### src/sv/stable_priority_queue_core_defines.svh
// ----------------------------------------------------------------------------
// stable_priority_queue_core_defines.svh
// Assertion macros shared by the priority queue modules.
// ----------------------------------------------------------------------------
`ifndef STABLE_PRIORITY_QUEUE_CORE_DEFINES_SVH
`define STABLE_PRIORITY_QUEUE_CORE_DEFINES_SVH

// Property that must hold at every clock edge outside reset.
`define SPQ_ASSERT(lbl, clk, rst, prop, msg) \
  lbl: assert property (@(posedge clk) disable iff (rst) (prop)) else $error(msg);

// Consequent must hold in the cycle after the antecedent.
`define SPQ_ASSERT_NEXT(lbl, clk, rst, ante, cons, msg) \
  lbl: assert property (@(posedge clk) disable iff (rst) (ante) |=> (cons)) else $error(msg);

`endif

### src/sv/spq_pkg.sv
// ----------------------------------------------------------------------------
// spq_pkg
// Types and constants of the stable priority queue.
// ----------------------------------------------------------------------------
package spq_pkg;

  localparam int DEPTH_DEFAULT = 16;
  localparam int OCC_W         = 5;

  localparam logic MODE_INSERT  = 1'b0;
  localparam logic MODE_DEQUEUE = 1'b1;

  typedef struct packed {
    logic               mode;
    logic signed [31:0] data_in;
    logic signed [31:0] priority_req;
  } req_t;

  typedef struct packed {
    logic signed [31:0] data_out;
    logic               data_valid;
    logic               was_empty;
    logic               dropped_full;
    logic [OCC_W-1:0]   occupancy;
  } rsp_t;

  typedef struct packed {
    logic signed [31:0] data;
    logic signed [31:0] prio;
  } entry_t;

  typedef enum logic [1:0] {
    RES_INSERT,
    RES_DROP,
    RES_POP,
    RES_EMPTY
  } res_kind_t;

  // controller -> datapath
  typedef struct packed {
    logic      load;
    logic      rd_pos;
    logic      rd_head;
    logic      wr_shift;
    logic      wr_new;
    logic      pop;
    logic      res_load;
    res_kind_t res_kind;
  } cmd_t;

  // datapath -> controller
  typedef struct packed {
    logic mode;
    logic full;
    logic empty;
    logic pos_zero;
    logic rd_ge;
    logic out_free;
  } status_t;

endpackage

### src/sv/spq_ram.sv
// ----------------------------------------------------------------------------
// spq_ram
// Generic simple dual-port RAM, one write and one registered read port.
// ----------------------------------------------------------------------------
module spq_ram #(
  parameter int WIDTH = 64,
  parameter int DEPTH = 16
) (
  input  logic                     clk,
  input  logic                     we,
  input  logic [$clog2(DEPTH)-1:0] waddr,
  input  logic [WIDTH-1:0]         wdata,
  input  logic                     re,
  input  logic [$clog2(DEPTH)-1:0] raddr,
  output logic [WIDTH-1:0]         rdata
);

  logic [WIDTH-1:0] mem [DEPTH];

  always_ff @(posedge clk) begin
    if (we) begin
      mem[waddr] <= wdata;
    end
    if (re) begin
      rdata <= mem[raddr];
    end
  end

endmodule

### src/sv/spq_ctrl.sv
// ----------------------------------------------------------------------------
// spq_ctrl
// Sequencer for insert (tail-to-head shift walk) and dequeue transactions.
// ----------------------------------------------------------------------------
`include "stable_priority_queue_core_defines.svh"

module spq_ctrl import spq_pkg::*; (
  input  logic    clk,
  input  logic    rst,
  input  logic    req_valid,
  output logic    req_ready,
  input  status_t st,
  output cmd_t    cmd
);

  typedef enum logic [2:0] {
    S_IDLE,
    S_DECIDE,
    S_INS_CMP,
    S_DEQ_DATA,
    S_FIN
  } state_t;

  state_t    state, state_next;
  res_kind_t kind, kind_next;

  always_comb begin
    cmd          = '0;
    cmd.res_kind = kind;
    state_next   = state;
    kind_next    = kind;
    req_ready    = 1'b0;
    unique case (state)
      S_IDLE: begin
        req_ready = 1'b1;
        if (req_valid) begin
          cmd.load   = 1'b1;
          state_next = S_DECIDE;
        end
      end
      S_DECIDE: begin
        if (st.mode == MODE_INSERT) begin
          priority if (st.full) begin
            kind_next  = RES_DROP;
            state_next = S_FIN;
          end else if (st.pos_zero) begin
            cmd.wr_new = 1'b1;
            kind_next  = RES_INSERT;
            state_next = S_FIN;
          end else begin
            cmd.rd_pos = 1'b1;
            state_next = S_INS_CMP;
          end
        end else begin
          if (st.empty) begin
            kind_next  = RES_EMPTY;
            state_next = S_FIN;
          end else begin
            cmd.rd_head = 1'b1;
            state_next  = S_DEQ_DATA;
          end
        end
      end
      S_INS_CMP: begin
        // stop behind any entry of equal or higher priority
        if (st.rd_ge) begin
          cmd.wr_new = 1'b1;
          kind_next  = RES_INSERT;
          state_next = S_FIN;
        end else begin
          cmd.wr_shift = 1'b1;
          state_next   = S_DECIDE;
        end
      end
      S_DEQ_DATA: begin
        cmd.pop    = 1'b1;
        kind_next  = RES_POP;
        state_next = S_FIN;
      end
      S_FIN: begin
        if (st.out_free) begin
          cmd.res_load = 1'b1;
          state_next   = S_IDLE;
        end
      end
      default: state_next = S_IDLE;
    endcase
  end

  always_ff @(posedge clk) begin
    if (rst) begin
      state <= S_IDLE;
      kind  <= RES_INSERT;
    end else begin
      state <= state_next;
      kind  <= kind_next;
    end
  end

  `SPQ_ASSERT_NEXT(a_accept_starts, clk, rst, req_valid && req_ready, state == S_DECIDE, "accepted transaction did not start")
  `SPQ_ASSERT(a_res_slot_free, clk, rst, !cmd.res_load || st.out_free, "result loaded over a waiting result")
  `SPQ_ASSERT_NEXT(a_res_to_idle, clk, rst, cmd.res_load, state == S_IDLE, "sequencer not idle after result")

endmodule

### src/sv/spq_datapath.sv
// ----------------------------------------------------------------------------
// spq_datapath
// Circular sorted entry store, head/count/position registers, result register.
// ----------------------------------------------------------------------------
`include "stable_priority_queue_core_defines.svh"

module spq_datapath import spq_pkg::*; #(
  parameter int DEPTH = DEPTH_DEFAULT
) (
  input  logic    clk,
  input  logic    rst,
  input  req_t    req,
  input  cmd_t    cmd,
  output status_t st,
  output rsp_t    rsp,
  output logic    rsp_valid,
  input  logic    rsp_ready
);

  localparam int AW = (DEPTH > 1) ? $clog2(DEPTH) : 1;
  localparam int CW = $clog2(DEPTH + 1);

  req_t          item;
  logic [CW-1:0] count;
  logic [CW-1:0] pos;
  logic [AW-1:0] head;
  logic [CW-1:0] pos_m1;
  logic          we, re;
  logic [AW-1:0] waddr, raddr;
  entry_t        wdata, rdata;
  logic [CW+OCC_W-1:0] count_ext;

  // logical slot (0 = head) to physical RAM address
  function automatic logic [AW-1:0] phys(input logic [AW-1:0] h, input logic [AW-1:0] l);
    logic [AW:0] sum;
    sum = {1'b0, h} + {1'b0, l};
    if (sum >= (AW+1)'(DEPTH)) begin
      sum = sum - (AW+1)'(DEPTH);
    end
    return sum[AW-1:0];
  endfunction

  assign pos_m1 = pos - CW'(1);

  assign re    = cmd.rd_pos || cmd.rd_head;
  assign raddr = cmd.rd_head ? head : phys(head, pos_m1[AW-1:0]);
  assign we    = cmd.wr_shift || cmd.wr_new;
  assign waddr = phys(head, pos[AW-1:0]);

  always_comb begin
    if (cmd.wr_new) begin
      wdata.data = item.data_in;
      wdata.prio = item.priority_req;
    end else begin
      wdata = rdata;
    end
  end

  spq_ram #(
    .WIDTH ($bits(entry_t)),
    .DEPTH (DEPTH)
  ) u_ram (
    .clk   (clk),
    .we    (we),
    .waddr (waddr),
    .wdata (wdata),
    .re    (re),
    .raddr (raddr),
    .rdata (rdata)
  );

  assign st.mode     = item.mode;
  assign st.full     = (count == CW'(DEPTH));
  assign st.empty    = (count == '0);
  assign st.pos_zero = (pos == '0);
  assign st.rd_ge    = (rdata.prio >= item.priority_req);
  assign st.out_free = !rsp_valid || rsp_ready;

  assign count_ext = {{OCC_W{1'b0}}, count};

  always_ff @(posedge clk) begin
    if (cmd.load) begin
      item <= req;
      pos  <= count;
    end else if (cmd.wr_shift) begin
      pos <= pos_m1;
    end
    if (cmd.res_load) begin
      // head data is still on the read port for a dequeue
      rsp.data_out     <= (cmd.res_kind == RES_POP) ? rdata.data : '0;
      rsp.data_valid   <= (cmd.res_kind == RES_POP);
      rsp.was_empty    <= (cmd.res_kind == RES_EMPTY);
      rsp.dropped_full <= (cmd.res_kind == RES_DROP);
      rsp.occupancy    <= count_ext[OCC_W-1:0];
    end
  end

  always_ff @(posedge clk) begin
    if (rst) begin
      count     <= '0;
      head      <= '0;
      rsp_valid <= 1'b0;
    end else begin
      if (cmd.wr_new) begin
        count <= count + CW'(1);
      end else if (cmd.pop) begin
        count <= count - CW'(1);
        head  <= (head == AW'(DEPTH - 1)) ? '0 : head + AW'(1);
      end
      if (cmd.res_load) begin
        rsp_valid <= 1'b1;
      end else if (rsp_ready) begin
        rsp_valid <= 1'b0;
      end
    end
  end

  `SPQ_ASSERT(a_count_bound, clk, rst, count <= CW'(DEPTH), "entry count above depth")
  `SPQ_ASSERT(a_no_write_full, clk, rst, !cmd.wr_new || !st.full, "insert written into full store")
  `SPQ_ASSERT_NEXT(a_pop_count, clk, rst, cmd.pop, count == $past(count) - CW'(1), "dequeue did not drop count")

endmodule

### src/sv/stable_priority_queue_core.sv
// ----------------------------------------------------------------------------
// stable_priority_queue_core
// Bounded priority queue, highest priority first, equal priorities in FIFO order.
// ----------------------------------------------------------------------------
// Holds up to DEPTH entries (32-bit data, 32-bit signed priority) sorted in
// descending priority in a circular RAM. Each req transaction (mode 0 insert,
// mode 1 dequeue) yields exactly one rsp transaction. A dequeue does one RAM
// read of the head slot, then the head pointer advances. An insert walks
// from the tail towards the head, one step per stored entry of strictly lower
// priority, and each step is one RAM read plus one write through the single
// registered read port, moving an entry down one slot; the new entry is then
// written behind the first entry of equal or higher priority, or at the head.
// A new transaction is accepted only while the sequencer is idle; a finished
// result sits in the output register, so the next request can be taken while
// the previous result still waits for rsp_ready, and a later result waits in
// the sequencer until that register is free. Insert into a full queue is
// refused (dropped_full), dequeue from an empty queue flags was_empty;
// occupancy is the entry count after the transaction, low 5 bits. The RAM
// needs no clearing after reset.
// ----------------------------------------------------------------------------
module stable_priority_queue_core import spq_pkg::*; #(
  parameter int DEPTH = DEPTH_DEFAULT
) (
  input  logic clk,
  input  logic rst,
  // request channel
  input  logic req_valid,
  output logic req_ready,
  input  req_t req,
  // response channel
  output logic rsp_valid,
  input  logic rsp_ready,
  output rsp_t rsp
);

  cmd_t    cmd;
  status_t st;

  // sequencer: decides each step of the shift walk or dequeue
  spq_ctrl u_ctrl (
    .clk       (clk),
    .rst       (rst),
    .req_valid (req_valid),
    .req_ready (req_ready),
    .st        (st),
    .cmd       (cmd)
  );

  // storage, pointers, compare and result register
  spq_datapath #(
    .DEPTH (DEPTH)
  ) u_dp (
    .clk       (clk),
    .rst       (rst),
    .req       (req),
    .cmd       (cmd),
    .st        (st),
    .rsp       (rsp),
    .rsp_valid (rsp_valid),
    .rsp_ready (rsp_ready)
  );

endmodule
### config.mk
export PLATFORM = sky130hd
export DESIGN_NAME = stable_priority_queue_core
export DESIGN_NICKNAME = d
export VERILOG_FILES = /design/src/sv/spq_pkg.sv /design/src/sv/spq_ram.sv /design/src/sv/spq_ctrl.sv /design/src/sv/spq_datapath.sv /design/src/sv/stable_priority_queue_core.sv
export VERILOG_INCLUDE_DIRS = /design/src /design/src/sv
export SDC_FILE = /design/constraint.sdc
export NUM_CORES = 2
export LEC_CHECK = 0
export ABC_AREA = 1
export BUFFER_PORTS_ARGS = -buffer_cell sky130_fd_sc_hd__buf_2
export CORE_MARGIN = 3
export CORE_UTILIZATION = 60
export DETAILED_ROUTE_END_ITERATION = 7
export GPL_TIMING_DRIVEN = 0
export PLACE_DENSITY = 0.73
export SLEW_MARGIN = 40
export SYNTH_ARGS = -nofsm -noshare
export SYNTH_HDL_FRONTEND = slang
export SYNTH_HIERARCHICAL = 1
export SYNTH_SLANG_ARGS = --single-unit
### constraint.sdc
create_clock -name clk -period 8.65 [get_ports clk]
set_input_delay 2.1625 -clock clk [delete_from_list [all_inputs] [get_ports clk]]
set_output_delay 2.1625 -clock clk [all_outputs]
set_load 0.02 [all_outputs]
After elaboration in Yosys (flattened, before gate mapping). Memories as Yosys holds them, arrays and structs flattened. A register that Yosys moved wholly into a read port is not among the register bits. Index checks and enable logic that the tools add are counted.

Bits in registers: 125. Bits in latches: 0. Memory bits (writable): 1024. ROM bits: 0. Logic and storage cells: 101. Memories: 1.

Add/sub/neg operators: 8. Multipliers: 0. Divide/modulo/power cells: 0. Order comparisons: 3. Equal/unequal tests: 14. Shift-type cells: 0. Muxes and demuxes: 46. Bitwise logic cells: 1. Reductions and logical operators: 14.

Memory list: u_dp.u_ram.mem (depth 16, bits a word 64, rd ports 1, clocked after Yosys merged registers in 1, write ports 1, line spq_ram.sv:18) `logic [WIDTH-1:0] mem [DEPTH];`.

Operators by type and width (count): 64-bit two-way mux (1); 32-bit >= comparator (1); 1-bit two-way mux (21); 3-bit two-way mux (7); 5-bit two-way mux (4); 4-bit two-way mux (4); 3-bit case mux with 5 select lines (1); 2-bit two-way mux (6); 4-bit by 4-bit adder with 5-bit output (2); 5-bit >= comparator (second input constant) (2); 5-bit zero test (2); 5-bit by 1-bit subtractor with 5-bit output (second input constant) (2); 4-bit by 1-bit subtractor with 4-bit output (second input constant) (2); 3-bit by 2-bit == test with 1-bit output (second input constant) (2); 2-bit inequality test (second input constant) (3); 2-bit case mux with 3 select lines (1); 2-bit nonzero test (3); 5-bit by 1-bit adder with 5-bit output (second input constant) (1); 5-bit == test (second input constant) (1); 4-bit by 1-bit adder with 4-bit output (second input constant) (1); 2-bit == test (second input constant) (2); 4-bit == test (second input constant) (1); 4-bit by 3-bit inequality test with 1-bit output (second input constant) (1); 2-bit AND reduction (2); other kinds (11) (13).

Longest topological paths before layout.
Word-level depth: 8. Gate-level depth with buffers: 27. Depth with buffers taken out: 25.

Hierarchy. Netlist, hierarchy kept.

By module, submodules not included: spq_ram (instances 1, cells each 4210, area each 45899.0 um2, seq. area each 32671.3 um2); spq_datapath (instances 1, cells each 599, area each 6025.8 um2, seq. area each 3503.4 um2); spq_ctrl (instances 1, cells each 66, area each 364.1 um2, seq. area each 100.1 um2).

Least setup slack after synthesis. OpenSTA, ideal clock, no wires.

Path type: input port to flip-flop. From: input rsp_ready. To: register, netlist name u_dp/rsp[0]. Setup time: 540 ps. Arrival time: 6166 ps. Data required time: 8110 ps. Setup slack: 1944 ps. Cell stages on the path: 4. Path through: inv_1 nand2_1 inv_1 nor4_1.

RTL lines: start, declared (line stable_priority_queue_core.sv:32) `input logic rsp_ready,`.

==> results summary <==
The smallest hold slack is 0.490 ns. Of the cells placed in the final design, the portion with a size suffix greater than 1 is 13.3%. The aggregate global routing overflow is 0. The final routed wire length divided by cell count came out at 24.2 um. In the post-synthesis netlist, the biggest area contributors are edfxtp_1 (69%), nand2_1 (11%), nand3_1 (7.6%). In the post-route analysis, the smallest setup slack over all paths is 3.07 ns.

met2 is the most crowded layer. The data arrival time of the critical path is 6.01 ns. The largest voltage drop on the vdd net is 0.385 mV.

The category of the worst setup path capture point is a register. The met2 demand-to-capacity share in global routing came out at 53.7%. The count of nets left with antenna violations after detail routing is 0. The number of setup buffers added after CTS is 0.

The count of instances resized after the clock tree is built came out at 0. The core region is 85800 sq um. The synthesized area per cell came out at 10.7 sq um. In the routed layout, each cell is associated on average with a via count of 5.84.

The tree is rooted in a clkbuf_16. The layout-stage area growth over the synthesis result came out at 16.3%. The setup slack on the worst flop-to-flop path came out at 3.07 ns. In the synthesized netlist, the number of instances is 4875. The slew at the pin closest to its max-slew limit is 0.913 ns.

The total track usage is 34.7%. The mapped cell area is 52300 sq um. Once detailed placement completed, the half-perimeter wirelength came to 102000 um. In the synthesized netlist the async set-or-reset flop fraction comes to 0%. The worst hold path belongs to the class register to register. The number of cells on the worst hold path came out at 0. The worst setup slack before clock tree synthesis is 3.35 ns. The met3 track demand over resource in global routing came out at 8.13%.

Once the floorplan was initialized, standard cells occupied 60.9% of the core. The count of max-cap constraint violations came out at 0. The clock network latency to the later pin of the worst-skew pair came out at 0.75 ns.

The post-route minimum period is 5.58 ns. The worst hold path begins at u_dp/count[3]. The count of standard-cell rows came out at 107. The level count of the clock H-tree came out at 4. The flow ran to the end, and the final reports show no timing, DRC or antenna violations. The clock transition time at the flip-flop clock pins of the worst setup and hold paths is 0.06 ns. The worst register-to-register path begins at u_dp/u_ram/rdata[23]. After synthesis, the netlist uses 33 different library cells. The final estimated routing congestion in global placement is 0.860. The routed wire length came out at 157000 um. For this run, the leading register cell type out of synthesis is edfxtp_1. The first-pass detailed-route iteration total came out at 7. The yosys synthesis warning count came out at 6. Between clock sinks in the finished design, the worst skew comes to 0.0363 ns. The worst slew slack as a fraction of its limit is 39.1%. The filler cells instantiated in the layout total 5691. The worst endpoint required time came out at 9.08 ns. The largest net degree at the start of global routing came out at 27. The kind of start point of the critical path is a register. The post-synthesis sequential element count is 1213. The via count of the first global-routing pass came to 36300.

The quantity of hold-fixing buffers added after cts came out at 0. The final-report max-slew violation count is 0. The number of sinks driven by the clock tree came out at 1213. The die height came out at 301 um.

Global routing consumed, on the met1 layer, 46.2% of the routing resources. The initial detailed-routing violation count came out at 6055. The DRC violation count after routing came out at 0. The power per cell area came out at 415 nW/um^2.

After the last flow step, the layout net total stands at 5349. The top-level I/O count came out at 111. Setup repair after global routing left no endpoint under its margin.

The cell taking the most area after synthesis is edfxtp_1. In this run the critical register-to-register path is captured at u_dp/u_ram/mem[9][39]. The number of buffers on the longest clock path came out at 3. The fraction of the yosys area taken by sequential cells is 69.4%. The worst hold path terminates at u_dp/rsp[3].

The fraction of synthesized cell area taken by the top area cell type came out at 68.8%. The net count of the mapped netlist came out at 4991. The synthesized design contains 1198 enable-type register cells.

The number of antenna violations at the first check in global routing is 3. The number of CTS-inserted buffers is 130. The count of input and output buffers is 110.

The startpoint-to-endpoint class of the critical path is register to register. Measured in cells, the most critical reg-to-reg path has a length of 20. The wire length of the first global-routing pass is 227000 um. Across all layers, the routed design uses 37800 vias. The die area is 90700 sq um.

The CTS tree is built. The number of endpoints with negative hold slack in the final report is 0. From left edge to right edge, the die measures 301 um.

The achievable frequency came out at 0.179 GHz. The final cycle utilization of the critical path came out at 64.5%. The number of diodes added for antenna fixing is 0. The leakage power total came out at 26.1 nW. The final-report setup violation count is 0. In this run the worst path has a maximum fanout of 13.
## worst max-delay path by stage
stage | startpoint | end | slack (ns) | cells past startpoint
floorplan | rsp_ready | u_dp/rsp[0] | 1.94 | 4
global placement | u_dp/u_ram/rdata[23] | u_dp/u_ram/mem[10][39] | -3.17 | 17
detailed placement | u_dp/item[31] | u_dp/u_ram/mem[9][42] | 3.35 | 19
CTS | u_dp/item[31] | u_dp/u_ram/mem[9][40] | 3.33 | 19
global route | u_dp/item[15] | u_dp/u_ram/mem[9][38] | 2.98 | 21
finish | u_dp/u_ram/rdata[23] | u_dp/u_ram/mem[9][39] | 3.07 | 20
## through the flow
step / TNS [ns] / instances / power [mW] / instance area [sq um] / utilization (%)
after floorplan: 0 / 4875 / 14.7 / 52300 / -
after global placement: -2838.18 / 6129 / 19.1 / 54300 / 63.2
after detailed placement: 0 / 6245 / 19.6 / 56800 / 66.2
after CTS: 0 / 6474 / 24.8 / 60800 / 70.8
after global routing: 0 / 6474 / 26.1 / 60800 / 70.8
final: 0 / 6474 / 25.2 / 60800 / 70.8
## synthesized netlist by cell type, types with 6 or more instances
| library cell | n |
|---|---|
| buf_1 | 16 |
| nand3_1 | 789 |
| ha_1 | 44 |
| buf_6 | 45 |
| buf_4 | 19 |
| dfxtp_1 | 15 |
| edfxtp_1 | 1198 |
| a21oi_1 | 26 |
| nand2_1 | 1478 |
| clkbuf_1 | 30 |
| inv_1 | 883 |
| nor2_1 | 81 |
| o21ai_0 | 82 |
| xor2_1 | 6 |
| buf_2 | 119 |
## logic make-up after synthesis
family                   after synthesis  synth area share [%]
AND/OR/NAND/NOR                     2369                  19.0
flip-flops                          1213                  69.4
buffers and inverters               1118                  9.10
AO/OA/AOI/OAI                        116                  1.13
adder cells (fa/ha/maj)               47                  1.17
XOR/XNOR                              12                 0.215
## area by class of cell
| cell class | count | area [sq um] | share of cell area [%] |
|---|---|---|---|
| timing repair buffer | 226 | 2670 | 4.39 |
| buffer | 229 | 1440 | 2.37 |
| sequential | 1213 | 36300 | 59.7 |
| multi-input combinational | 2544 | 11600 | 19.2 |
| inverter | 889 | 3340 | 5.49 |
| clock inverter | 58 | 435 | 0.716 |
| clock buffer | 171 | 3550 | 5.85 |
| tap | 1144 | 1430 | 2.35 |
## state kept, by name, summed over array words and instances, names as in the netlist
register and count:
u_dp/count 5, u_dp/head 4, u_dp/rsp 40, u_dp/rsp_valid 1, u_dp/u_ram/rdata 64, u_dp/st 1
u_dp/u_ram/mem 1024, u_dp/item 64, u_dp/pos 5, u_ctrl/kind 2, u_ctrl/state 3
## worst max-delay path, cell delays in order, from the launching register on
cell and delay [ns]:
edfxtp_1 0.41, ha_1 0.31, nand2_1 0.07, nor2_1 0.33
nand4_1 0.25, nor2_2 0.27, nand2_1 0.11, nand2_1 0.07
nand2_1 0.05, nand3_1 0.22, nand3_1 0.22, o21ai_4 0.56
inv_2 0.12, buf_6 0.20, buf_2 0.29, nand2_1 0.20
nand3b_1 0.34, nor2_4 0.58, buf_16 0.23, buf_8 0.21
buf_16 0.18
## per-layer routing
| metal | vias to the layer above | wire length [um] |
|---|---|---|
| met1 | 17800 | 55100 |
| met5 | - | 55 |
| met4 | 5 | 8080 |
| met2 | 2906 | 71300 |
| met3 | 516 | 22400 |
| li1 | 16600 | - |
## power by group
group / switching (mW) / internal [mW]
logic: 8.91 / 3.05
registers: 0.146 / 7.89
clock network: 2.25 / 2.99
total: 11.3 / 13.9
## cell usage in the layout, fill, tap and decap left out, drive strengths merged, types with 26 or more instances in the layout
master | synthesis | layout
edfxtp | 1198 | 1198
clkinv | 0 | 48
a21oi | 26 | 26
o21ai | 86 | 86
buf | 199 | 425
clkbuf | 30 | 201
inv | 889 | 894
nand3 | 790 | 790
nor2 | 86 | 86
nand2 | 1482 | 1482
ha | 44 | 44
Power figures use the tool's default switching activity.
